==> src/sv/sfse_pkg.sv <==
// Package for the serial FRAM slave engine: beat types, opcodes, frame phases.
`default_nettype none

package sfse_pkg;

    // Default memory address width and output queue depth
    localparam int ADDR_BITS_DEF = 11;
    localparam int OUT_DEPTH     = 3;

    // SPI opcodes
    localparam logic [7:0] OP_WREN  = 8'h06;
    localparam logic [7:0] OP_WRDI  = 8'h04;
    localparam logic [7:0] OP_READ  = 8'h03;
    localparam logic [7:0] OP_WRITE = 8'h02;
    localparam logic [7:0] OP_RDSR  = 8'h05;
    localparam logic [7:0] OP_WRSR  = 8'h01;

    // Input beat action codes
    localparam logic ACT_XFER    = 1'b0;
    localparam logic ACT_RELEASE = 1'b1;

    // Frame phase, one-hot
    typedef enum logic [6:0] {
        PH_OPCODE  = 7'b0000001,
        PH_ADDR_HI = 7'b0000010,
        PH_ADDR_LO = 7'b0000100,
        PH_DATA    = 7'b0001000,
        PH_SR_DATA = 7'b0010000,
        PH_SR_READ = 7'b0100000,
        PH_IGNORE  = 7'b1000000
    } t_phase;

    typedef struct packed {
        logic       action;
        logic [7:0] mosi_byte;
    } t_in_beat;

    typedef struct packed {
        logic [7:0] miso_byte;
        logic       latch_now;
    } t_out_beat;

endpackage

`default_nettype wire

==> src/sv/sfse_out_fifo.sv <==
// Small result queue that decouples the engine from the output channel.
`default_nettype none

module sfse_out_fifo #(
    parameter int DEPTH = sfse_pkg::OUT_DEPTH
) (
    input  wire logic                     i_clk,
    input  wire logic                     i_rst_n,
    input  wire logic                     i_push,
    input  wire sfse_pkg::t_out_beat      i_push_data,
    output logic                          o_valid,
    input  wire logic                     i_ready,
    output sfse_pkg::t_out_beat           o_data,
    output logic [$clog2(DEPTH+1)-1:0]    o_level
);
    import sfse_pkg::*;

    localparam int PW = (DEPTH > 1) ? $clog2(DEPTH) : 1;
    localparam int LW = $clog2(DEPTH + 1);

    t_out_beat       r_slot [DEPTH];
    logic [PW-1:0]   r_rd_ptr, n_rd_ptr;
    logic [PW-1:0]   r_wr_ptr, n_wr_ptr;
    logic [LW-1:0]   r_level,  n_level;
    logic            w_pop;

    assign w_pop   = o_valid && i_ready;
    assign o_valid = (r_level != '0);
    assign o_data  = r_slot[r_rd_ptr];
    assign o_level = r_level;

    // Pointer and level update, pointers wrap at DEPTH
    always_comb begin
        n_rd_ptr = r_rd_ptr;
        n_wr_ptr = r_wr_ptr;
        n_level  = r_level;
        if (w_pop) begin
            n_rd_ptr = (r_rd_ptr == PW'(DEPTH - 1)) ? '0 : r_rd_ptr + PW'(1);
        end
        if (i_push) begin
            n_wr_ptr = (r_wr_ptr == PW'(DEPTH - 1)) ? '0 : r_wr_ptr + PW'(1);
        end
        if (i_push && !w_pop) begin
            n_level = r_level + LW'(1);
        end else if (!i_push && w_pop) begin
            n_level = r_level - LW'(1);
        end
    end

    always_ff @(posedge i_clk) begin
        if (!i_rst_n) begin
            r_rd_ptr <= '0;
            r_wr_ptr <= '0;
            r_level  <= '0;
        end else begin
            r_rd_ptr <= n_rd_ptr;
            r_wr_ptr <= n_wr_ptr;
            r_level  <= n_level;
        end
    end

    // Payload slots, no reset
    always_ff @(posedge i_clk) begin
        if (i_push) begin
            r_slot[r_wr_ptr] <= i_push_data;
        end
    end

endmodule

`default_nettype wire

==> config.mk <==
export PLATFORM = sky130hd
export DESIGN_NAME = sfse_out_fifo
export DESIGN_NICKNAME = d
export VERILOG_FILES = /design/src/sv/sfse_pkg.sv /design/src/sv/sfse_out_fifo.sv
export SDC_FILE = /design/constraint.sdc
export NUM_CORES = 1
export LEC_CHECK = 0
export BUFFER_PORTS_ARGS = -buffer_cell sky130_fd_sc_hd__buf_2
export CAP_MARGIN = 20
export CORE_AREA = 2 2 65 67
export DETAILED_ROUTE_END_ITERATION = 7
export DIE_AREA = 0 0 67 69
export PLACE_DENSITY = 0.59
export SLEW_MARGIN = 20
export SYNTH_ARGS = -nofsm -noshare
export SYNTH_HDL_FRONTEND = slang
export SYNTH_SLANG_ARGS = --single-unit
==> constraint.sdc <==
create_clock -name i_clk -period 1.7 [get_ports i_clk]
set_input_delay 0.17 -clock i_clk [delete_from_list [all_inputs] [get_ports i_clk]]
set_output_delay 0.17 -clock i_clk [all_outputs]
set_load 0.01 [all_outputs]
**Yosys cells after proc, flatten, opt, wreduce, memory -nomap -nowiden**

Memory sizes are Yosys's and may differ from the RTL's. A register that Yosys moved wholly into a read port is not among the register bits.
Cells that the tools add are included.

- Muxes and demuxes: 8
- Add/subtract/negate cells: 4
- Equality and inequality tests: 2
- Reduce and logical (&&, ||, !) cells: 7

Operators with widths:

| kind | count |
|---|---|
| $mux W2 | 6 |
| $add A2 B1 Y2 const B | 3 |
| $eq A2 B2 Y1 const B | 2 |
| $reduce_bool A2 Y1 | 2 |
| $logic_and A1 B1 Y1 | 3 |
| $logic_not A1 Y1 | 2 |
| $mux W1 | 2 |
| $sub A2 B1 Y2 const B | 1 |

- Memories: 1
- Input bits: 13
- Word-level logic and storage cells: 25
- Flip-flop bits (word level): 6
- Output and inout bits: 12
- Memory bits (writable): 27

Memory list:

| name | words | width | rd ports | clocked after Yosys merged registers in | wr ports | line | text |
|---|---|---|---|---|---|---|---|
| r_slot | 3 | 9 | 1 | 1 | 1 | sfse_out_fifo.sv:21 | `t_out_beat r_slot [DEPTH];` |

**Logic depth before layout (Yosys ltp)**

Gate-level depths: netlist (run 1).

- Depth in word-level cells: 5
- Depth in mapped cells: 5
- Gate-level depth less buffers: 5

**Worst setup path before layout (run 1)**

OpenSTA, ideal clock, no wires.

- Kind: reg2reg
- Start point: reg r_wr_ptr[0]
- End point: mem r_slot[0][0] (netlist bit), enable pin
- Library setup time: 0.391 ns
- Slack: 0.188 ns
- Stages on the path, launching flop included: 2
- Data required time: 1.309 ns
- Arrival: 1.120 ns
- Clock period less this slack: 1.512 ns
- Buffers on the path: 0
- Path through: dfxtp_1 > nor3b_1

RTL lines:

| element | line | text |
|---|---|---|
| from (decl) | sfse_out_fifo.sv:23 | `logic [PW-1:0] r_wr_ptr, n_wr_ptr;` |
| from (signal assigned) | sfse_out_fifo.sv:57 | `r_wr_ptr <= n_wr_ptr;` |
| to (decl) | sfse_out_fifo.sv:21 |  |

No word-level cell before the write port.

**Worst setup path after layout (run 1)**

- Start point: reg r_level[0], in the netlist o_level[0]
- End point: reg r_level[1], in the netlist o_level[1]

- Cells in the longest elaborated chain, start to end: 5
- Elaborated cells on any way between the ends: 10
- Classes of those cells: add/sub: 2; mux: 2; reduce/logical: 6

RTL lines:

| element | line | text |
|---|---|---|
| from (decl) | sfse_out_fifo.sv:24 | `logic [LW-1:0] r_level, n_level;` |
| from (signal assigned) | sfse_out_fifo.sv:58 | `r_level <= n_level;` |
| branches (longest 5 deep; another with $sub A2 B1 Y2) | - |  |

Several ways; the timed one is not identified. The select of a mux whose other input is x is not followed.
A chain may end at the register's enable or synchronous reset.

==> results.ini, run 1 <==
[worst_setup_path]
crit_arrival_ps = 1710
crit_type = flip-flop to flip-flop
critPathLaunchType = flip-flop
required_ps = 1910
worst-path-max-fanout = 5
crit_path_end_kind = flip-flop

[layout]
mostFrequentLayoutCell = edfxtp_1
antenna_cells = 0
drive_above_1_share_pct = 29.5
fin_util_pct = 40.9
nets = 135
syn_to_final_growth_pct = 21.9
layout_common_cells = edfxtp_1 (27), buf_2 (24), nand2_1 (12)

[clock_tree]
ctsResizeCount = 0
cts_tree = built
hold_buffers = 0
cts.sinks = 35
cts_buffer_depth = 2
htree_levels = 2
clock_latency_ps = 280
postCtsSetupBuffers = 0
cts_buffers = 5
root_buffer = clkbuf_8
path_clk_slew_ps = 60

[routing]
final_antenna_net_count = 0
drc = 0
wl_per_cell_um = 12.5
drtIter0Drc = 56
vias_per_cell = 4.58
first_pass_iters = 4
routed_wl_um = 2160
vias = 788

[timing]
clock_skew_ps = 4.34
max_freq_mhz = 670
setup_viol = 0
worstMarginPinSlew_ps = 520
fin_crit_ps = 1490
hold_violations = 0
finalMaxSlewViolations = 0
slew_headroom_pct = 65.3
min_period_over_period_pct = 87.9
rsz0062_at_grt = false
setup_tns_ps = 0

[global_route]
grt_pass1_vias = 799
grt_start_max_net_pins = 13
track_usage_pct = 10.6
antenna_found_initial = 0
overflow = 0
grt_pass1_wl_um = 3500

[placement]
place_congestion = 0.705
hpwl_um = 1500
portBuffers = 24

[synth]
netlist_top_cells_area = edfxtp_1 (62%), dfxtp_1 (12%), mux2i_1 (6.9%), nand2_1 (3.4%), o21ai_1 (2.3%)
syn_area_per_cell_um2 = 14.9
synth_nets = 102
synth-seq-cells = 35
synthCells = 88
yosysSeqAreaShare_pct = 74.0
synth_top_cell_area_share_pct = 61.8
synth_area_um2 = 1310
ys_warn_count = 0
synth_area_leader_cell = edfxtp_1
synth_cell_types = 22

[hold_path]
hold_path_class = input port to flip-flop

[floorplan]
start_util_pct = 33.5
die_h_um = 69
rows = 23
boundaryPins = 25
die_area_um2 = 4620
die_w_um = 67
core_um2 = 3910

[pwr]
totalPowerFinal_mw = 2.08
p_leak_nw = 0.580
p_per_area_nw_per_um2 = 1300
ir_worst_vdd_mv = 0.630

[run_status]
status = finished clean

[job]
maxCapViolCount = 0

per-layer routing:
| metal | track usage, % | part of all wire (%) | routed length (um) | vias to the layer above |
|---|---|---|---|---|
| li1 | - | - | - | 387 |
| met2 | 16.5 | 48 | 1050 | 25 |
| met3 | 5.06 | 7.3 | 157 | 6 |
| met5 | 0 | 0 | 0 | - |
| met1 | 12.0 | 42 | 904 | 370 |
| met4 | 5.44 | 2.2 | 48 | 0 |
worst max-delay path, stage by stage (launching register included):
cell and delay (ps):
dfxtp_1 370, o21ai_2 240, ha_1 300, or3_1 370, a21boi_1 150
report_power, final:
group	internal [mW]	leakage, nW	total (mW)	switching (mW)
combinational	0.231	0.223	0.477	0.246
sequential	1.00	0.315	1.06	0.0560
clock	0.287	0.0422	0.551	0.264
cells by family after synthesis:
group	count (synthesis)	share of synthesized area, %
DFF	35	74.0
and+or+nand+nor	22	8.48
AOI/OAI and AO/OA	16	7.34
muxes	9	6.86
buffers and inverters	3	1.05
xor gates and xnor gates	2	1.33
adders and majority gates	1	0.953
final cells by class:
class,instances,area (um^2)
clock buffers,7,76.3
clock inverters,1,5.00
fillers,400,2310
multi-input cells,50,328
flip-flops and latches,35,971
well taps,50,62.6
repair buffers,29,158
synthesized netlist by cell type (all sizes together):
library cell  number
and2               1
xor2               1
or3b               1
or2                1
nor3b              1
clkbuf             1
a21boi             3
xnor2              1
o21ai             11
ha                 1
nor2b              2
o21a               2
buf                2
edfxtp            27
and3b              1
mux2i              9
or3                2
nand2             12
dfxtp              8
nor2               1
worst paths after layout:
path                              endpoint                     start  slack [ps]  cells past startpoint
setup / recovery   o_level[1]$_SDFFE_PN0P_   o_level[0]$_SDFFE_PN0P_         210                      4
hold / removal      r_slot[1][5]$_DFFE_PP_            i_push_data[5]          90                      1
setup reg to reg   o_level[1]$_SDFFE_PN0P_   o_level[0]$_SDFFE_PN0P_         210                      4
hold reg to reg   r_rd_ptr[0]$_SDFFE_PN0P_  r_rd_ptr[0]$_SDFFE_PN0P_         500                      2
metrics by stage:
stage               std cells  hold WS, ps  setup WS, ps  instance area, um^2
floorplan                  88          269           188                 1310
global placement          164          371           308                 1520
detailed placement        164          377           193                 1520
CTS                       172         78.6           178                 1600
global route              172         80.4           119                 1600
finish                    172         93.7           206                 1600
registers in the layout, summed over array words and instances, names as in the netlist, named ones only:
signal and flops:
r_slot 27, o_level 2, r_rd_ptr 2, r_wr_ptr 2
Power figures use the tool's default switching activity.
==> run 2: changes to the inputs <==
--- a/config.mk
+++ b/config.mk
@@ -10,7 +10,9 @@
 export CORE_AREA = 2 2 65 67
 export DETAILED_ROUTE_END_ITERATION = 7
 export DIE_AREA = 0 0 67 69
+export MAX_ROUTING_LAYER = met4
 export PLACE_DENSITY = 0.59
+export RECOVER_POWER = 100
 export SLEW_MARGIN = 20
 export SYNTH_ARGS = -nofsm -noshare
 export SYNTH_HDL_FRONTEND = slang
==> run 2 against run 1 <==
Via count up 0.25%. Worst hold slack better by 27 ps. Register-to-register slack got worse by 40 ps. Clock-buffer cell count did not move. Combinational power fell by 6.5%. Critical path type unchanged. Clock skew hardly changed. Final cell count did not move. Setup slack got worse by 38 ps. First-iteration DRC count down 30%. Sequential cell count unchanged. Cell area shrank 2.3%. Critical path depth unchanged.
==> results.ini, run 2 (synthesis gave the netlist of run 1 again) <==
[run_status]
status = finished clean  ; unchanged

[routing]
final_antenna_net_count = 0  ; unchanged
wl_per_cell_um = 12.3  ; was 12.5 um
vias = 790  ; was 788
drtIter0Drc = 39  ; was 56
first_pass_iters = 4  ; unchanged
routed_wl_um = 2120  ; was 2160 um
vias_per_cell = 4.59  ; was 4.58
drc = 0  ; unchanged

[hold_path]
hold_path_class = input port to flip-flop  ; unchanged
min_from = i_push_data[3]  ; was i_push_data[5]
holdPathEnd = r_slot[1][3]$_DFFE_PP_  ; was r_slot[1][5]$_DFFE_PP_
hold_depth = 1  ; unchanged

[worst_setup_path]
worst-path-max-fanout = 5  ; unchanged
r2r-start = o_level[0]$_SDFFE_PN0P_  ; unchanged
reg2regPathDepth = 4  ; unchanged
reg2reg_to = o_level[1]$_SDFFE_PN0P_  ; unchanged
crit_path_end_kind = flip-flop  ; unchanged
slowest_delay_ps = 370  ; about the same
crit_type = flip-flop to flip-flop  ; unchanged
cp_slowest_cell = dfxtp_1  ; unchanged
crit_arrival_ps = 1740  ; was 1710 ps
required_ps = 1910  ; about the same
regToRegSetupSlack_ps = 170  ; was 210 ps
critPathLaunchType = flip-flop  ; unchanged
cp_cell_sequence = o21ai_2, ha_1, or3_1, a21boi_0  ; was o21ai_2, ha_1, or3_1, a21boi_1

[layout]
drive_above_1_share_pct = 12.3  ; was 29.5%
nFillCells = 404  ; was 400
antenna_cells = 0  ; unchanged
nets = 135  ; unchanged
syn_to_final_growth_pct = 19.2  ; was 21.9%
top_register = r_slot  ; unchanged
mostFrequentLayoutCell = edfxtp_1  ; unchanged
largest_reg_flops = 27  ; unchanged
layout_common_cells = edfxtp_1 (27), clkbuf_1 (23), nand2_1 (12)  ; was edfxtp_1 (27), buf_2 (24), nand2_1 (12)

[global_route]
overflow = 0  ; unchanged
track_usage_pct = 10.9  ; was 10.6%
grt_pass1_vias = 801  ; was 799
grt_start_max_net_pins = 13  ; unchanged
antenna_found_initial = 0  ; unchanged
grt_pass1_wl_um = 3490  ; was 3500 um

[floorplan]
boundaryPins = 25  ; unchanged
die_h_um = 69  ; unchanged
rows = 23  ; unchanged
start_util_pct = 33.5  ; unchanged
die_area_um2 = 4620  ; unchanged
die_w_um = 67  ; unchanged
core_um2 = 3910  ; unchanged

[timing]
fin_crit_ps = 1530  ; was 1490 ps
slew_headroom_pct = 65.9  ; was 65.3%
rsz0062_at_grt = false  ; unchanged
setup_tns_ps = 0  ; unchanged
max_freq_mhz = 653  ; was 670 MHz
holdWs_ps = 120  ; was 93.7 ps
finalMaxSlewViolations = 0  ; unchanged
worstMarginPinSlew_ps = 512  ; was 520 ps
hold_violations = 0  ; unchanged
setup_viol = 0  ; unchanged
min_period_over_period_pct = 90.1  ; was 87.9%
clock_skew_ps = 3.92  ; was 4.34 ps

[job]
maxCapViolCount = 0  ; unchanged

[clock_tree]
cts_tree = built  ; unchanged
postCtsSetupBuffers = 0  ; unchanged
ctsResizeCount = 0  ; unchanged
cts.sinks = 35  ; unchanged
cts_buffer_depth = 2  ; unchanged
path_clk_slew_ps = 60  ; about the same
htree_levels = 2  ; unchanged
cts_buffers = 5  ; unchanged
clock_latency_ps = 280  ; about the same
hold_buffers = 0  ; unchanged
root_buffer = clkbuf_8  ; unchanged

[pwr]
ir_worst_vdd_mv = 0.614  ; was 0.630 mV
p_leak_nw = 0.513  ; was 0.580 nW
p_per_area_nw_per_um2 = 1310  ; was 1300 nW/um^2
totalPowerFinal_mw = 2.05  ; was 2.08 mW

[placement]
place_congestion = 0.713  ; was 0.705
portBuffers = 24  ; unchanged
hpwl_um = 1500  ; unchanged

==> run 2: cell count changes in the layout (fill, tap and decap cells not counted) <==
cell,delta
a21boi_0,+3
a21boi_1,-3
and2_0,+1
and2_1,-1
buf_2,-18
buf_4,-4
clkbuf_1,+21
clkbuf_2,+1
==> run 2: power by group <==
group | total (mW) | internal (mW) | switching (mW)
registers | 1.06 | 1.00 | 0.0562
clock network | 0.549 | 0.287 | 0.263
logic | 0.446 | 0.198 | 0.248
total | 2.05 | 1.49 | 0.567
==> run 2: area by class of cell <==
cell class | instances | area (um^2) | area share, %
tap | 50 | 62.6 | 4.00
clock buffer | 7 | 76.3 | 4.88
timing repair buffer | 29 | 121 | 7.76
multi-input combinational | 50 | 328 | 21.0
sequential | 35 | 971 | 62.1
clock inverter | 1 | 5.00 | 0.320
==> run 2: through the flow <==
| stage | instances | cell area (um^2) | setup slack [ps] | util (%) |
|---|---|---|---|---|
| after floorplan | 88 | 1310 | 188 | - |
| after global placement | 164 | 1520 | 308 | 38.8 |
| after detailed placement | 164 | 1520 | 193 | 38.8 |
| after CTS | 172 | 1600 | 178 | 40.9 |
| after global routing | 172 | 1560 | 66.4 | 40.0 |
| final | 172 | 1560 | 168 | 40.0 |
==> run 2: layer usage <==
metal / routed length (um) / up-vias / track usage (%)
li1: - / 388 / -
met1: 852 / 370 / 11.9
met2: 1060 / 26 / 16.6
met3: 159 / 6 / 4.89
met4: 50 / 0 / 5.44
met5: 0 / - / -
==> run 2: worst max-delay path: cells and delay by family (launching register included) <==
family | cells | cell delay (ps)
fa+ha+maj | 1 | 300
compound gates | 2 | 410
flops | 1 | 370
simple gates | 1 | 370
==> run 2: how the worst max path moves through the flow <==
stage,start,endpoint,depth (start not counted)
after CTS,o_level[0]$_SDFFE_PN0P_,o_level[1]$_SDFFE_PN0P_,4
final,o_level[0]$_SDFFE_PN0P_,o_level[1]$_SDFFE_PN0P_,4
after detailed placement,o_level[0]$_SDFFE_PN0P_,o_level[1]$_SDFFE_PN0P_,4
after global placement,o_level[0]$_SDFFE_PN0P_,o_level[1]$_SDFFE_PN0P_,4
after global routing,flip-flop,o_data[4],4
after floorplan,r_wr_ptr[0]$_SDFFE_PN0P_,r_slot[0][0]$_DFFE_PP_,1
==> run 3: changes to the inputs <==
--- a/config.mk
+++ b/config.mk
@@ -11,7 +11,7 @@
 export DETAILED_ROUTE_END_ITERATION = 7
 export DIE_AREA = 0 0 67 69
 export MAX_ROUTING_LAYER = met4
-export PLACE_DENSITY = 0.59
+export PLACE_DENSITY = 0.6
 export RECOVER_POWER = 100
 export SLEW_MARGIN = 20
 export SYNTH_ARGS = -nofsm -noshare
==> run 3 against run 2 <==
Register-to-register slack barely moved. Global-route usage rose by 0.15 points. Cell area rose by 1.8%. Power rose by 7.9%. Setup slack got worse by 34 ps. Critical path type is now flip-flop to output port.
==> results.ini, run 3 (synthesis gave the netlist of run 1 again) <==
[global_route]
track_usage_pct = 11.0  ; was 10.9%
grt_pass1_wl_um = 3510  ; was 3490 um
overflow = 0  ; unchanged
grt_pass1_vias = 772  ; was 801
grt_start_max_net_pins = 13  ; unchanged
antenna_found_initial = 0  ; unchanged

[pwr]
ir_worst_vdd_mv = 0.731  ; was 0.614 mV
p_int_mw = 1.63  ; was 1.49 mW
clock_power_share_pct = 31.6  ; was 26.8%
p_per_area_nw_per_um2 = 1390  ; was 1310 nW/um^2
p_comb_share_pct = 20.0  ; was 21.7%
p_sw_share_pct = 26.3  ; was 27.6%
p_leak_nw = 0.532  ; was 0.513 nW
pwr-share-seq_pct = 48.4  ; was 51.5%
p_sw_mw = 0.583  ; was 0.567 mW

[floorplan]
die_w_um = 67  ; unchanged
boundaryPins = 25  ; unchanged
rows = 23  ; unchanged
die_area_um2 = 4620  ; unchanged
core_um2 = 3910  ; unchanged
die_h_um = 69  ; unchanged
start_util_pct = 33.5  ; unchanged

[routing]
final_antenna_net_count = 0  ; unchanged
vias = 766  ; was 790
first_pass_iters = 4  ; unchanged
drtIter0Drc = 21  ; was 39
wl_per_cell_um = 12.8  ; was 12.3 um
drc = 0  ; unchanged
vias_per_cell = 4.48  ; was 4.59
routed_wl_um = 2190  ; was 2120 um

[timing]
slew_headroom_pct = 59.3  ; was 65.9%
finalMaxSlewViolations = 0  ; unchanged
setup_tns_ps = 0  ; unchanged
holdWs_ps = 112  ; was 120 ps
hold_violations = 0  ; unchanged
clock_skew_ps = 4.06  ; was 3.92 ps
setup_ws_ps = 134  ; was 168 ps
worstMarginPinSlew_ps = 611  ; was 512 ps
fin_crit_ps = 1570  ; was 1530 ps
min_period_over_period_pct = 92.1  ; was 90.1%
max_freq_mhz = 639  ; was 653 MHz
setup_viol = 0  ; unchanged
rsz0062_at_grt = false  ; unchanged

[clock_tree]
hold_buffers = 0  ; unchanged
cts.sinks = 35  ; unchanged
cts_tree = built  ; unchanged
root_buffer = clkbuf_8  ; unchanged
clock_latency_ps = 280  ; about the same
cts_buffer_depth = 2  ; unchanged
path_clk_slew_ps = 70  ; was 60 ps
ctsResizeCount = 0  ; unchanged
htree_levels = 2  ; unchanged
postCtsSetupBuffers = 0  ; unchanged
cts_buffers = 5  ; unchanged

[worst_setup_path]
critPathLaunchType = flip-flop  ; unchanged
crit_arrival_ps = 1400  ; was 1740 ps
crit_path_end_kind = output port  ; was flip-flop
crit_type = flip-flop to output port  ; was flip-flop to flip-flop
required_ps = 1530  ; was 1910 ps
regToRegSetupSlack_ps = 170  ; about the same
worst-path-max-fanout = 6  ; was 5

[run_status]
status = finished clean  ; unchanged

[layout]
mostFrequentLayoutCell = edfxtp_1  ; unchanged
antenna_cells = 0  ; unchanged
nFillCells = 392  ; was 404
drive_above_1_share_pct = 14.9  ; was 12.3%
nets = 134  ; was 135
final_cells = 171  ; was 172
design_area_um2 = 1590  ; was 1560 um^2
layout_common_cells = edfxtp_1 (27), clkbuf_1 (18), nand2_1 (12)  ; was edfxtp_1 (27), clkbuf_1 (23), nand2_1 (12)
multi_input_area_um2 = 328  ; unchanged
seq_area_um2 = 971  ; unchanged
top_register = r_slot  ; unchanged
syn_to_final_growth_pct = 21.3  ; was 19.2%
largest_reg_flops = 27  ; unchanged

[hold_path]
hold_path_class = input port to flip-flop  ; unchanged

[placement]
place_congestion = 0.677  ; was 0.713
place_inst = 163  ; was 164
dpl_worst_slack_ps = 233  ; was 193 ps
portBuffers = 24  ; unchanged
detailed_place.area_um2 = 1510  ; was 1520 um^2
hpwl_um = 1500  ; about the same

[job]
maxCapViolCount = 0  ; unchanged

[run 3: path summary, 6_finish.rpt]
path,from,endpoint,cells after the start
setup / recovery,flip-flop,o_data[0],4
hold / removal,i_push_data[6],r_slot[2][6]$_DFFE_PP_,1
setup reg to reg,o_level[0]$_SDFFE_PN0P_,o_level[1]$_SDFFE_PN0P_,4
hold reg to reg,r_rd_ptr[0]$_SDFFE_PN0P_,flip-flop,2
[run 3: final cells by class]
cell class / instances / share of cell area (%)
clock buffers: 5 / 4.32
clock inverters: 3 / 2.44
multi-input cells: 50 / 20.6
flip-flops and latches: 35 / 61.0
well taps: 50 / 3.93
repair buffers: 28 / 7.70
[run 3: stage by stage]
stage,power [mW],util (%)
2_1_floorplan,1.37,-
3_3_place_gp,1.54,38.6
3_5_place_dp,1.56,38.6
4_1_cts,2.27,41.4
5_1_grt,2.32,40.7
6_report,2.21,40.7
[run 3: per-layer routing]
layer / global-route usage, % / wire, um / up-vias
met3: 5.22 / 140 / 5
met1: 11.7 / 925 / 353
li1: - / - / 384
met4: 6.12 / 48 / 0
met2: 16.7 / 1080 / 24
met5: - / 0 / -
[run 3: power by group through the flow]
| stage | Clock (mW) | Sequential, mW | Combinational (mW) |
|---|---|---|---|
| after floorplan | 0 | 1.07 | 0.301 |
| after global placement | 0 | 1.08 | 0.459 |
| after detailed placement | 0 | 1.09 | 0.476 |
| after CTS | 0.720 | 1.07 | 0.478 |
| after global routing | 0.749 | 1.08 | 0.494 |
| final | 0.700 | 1.07 | 0.443 |
[run 3: worst max-delay path, stage by stage, from the launching register on]
cell,delay (ps)
dfxtp_1,450
buf_4,230
mux2i_1,80
o21ai_0,190
clkbuf_2,170
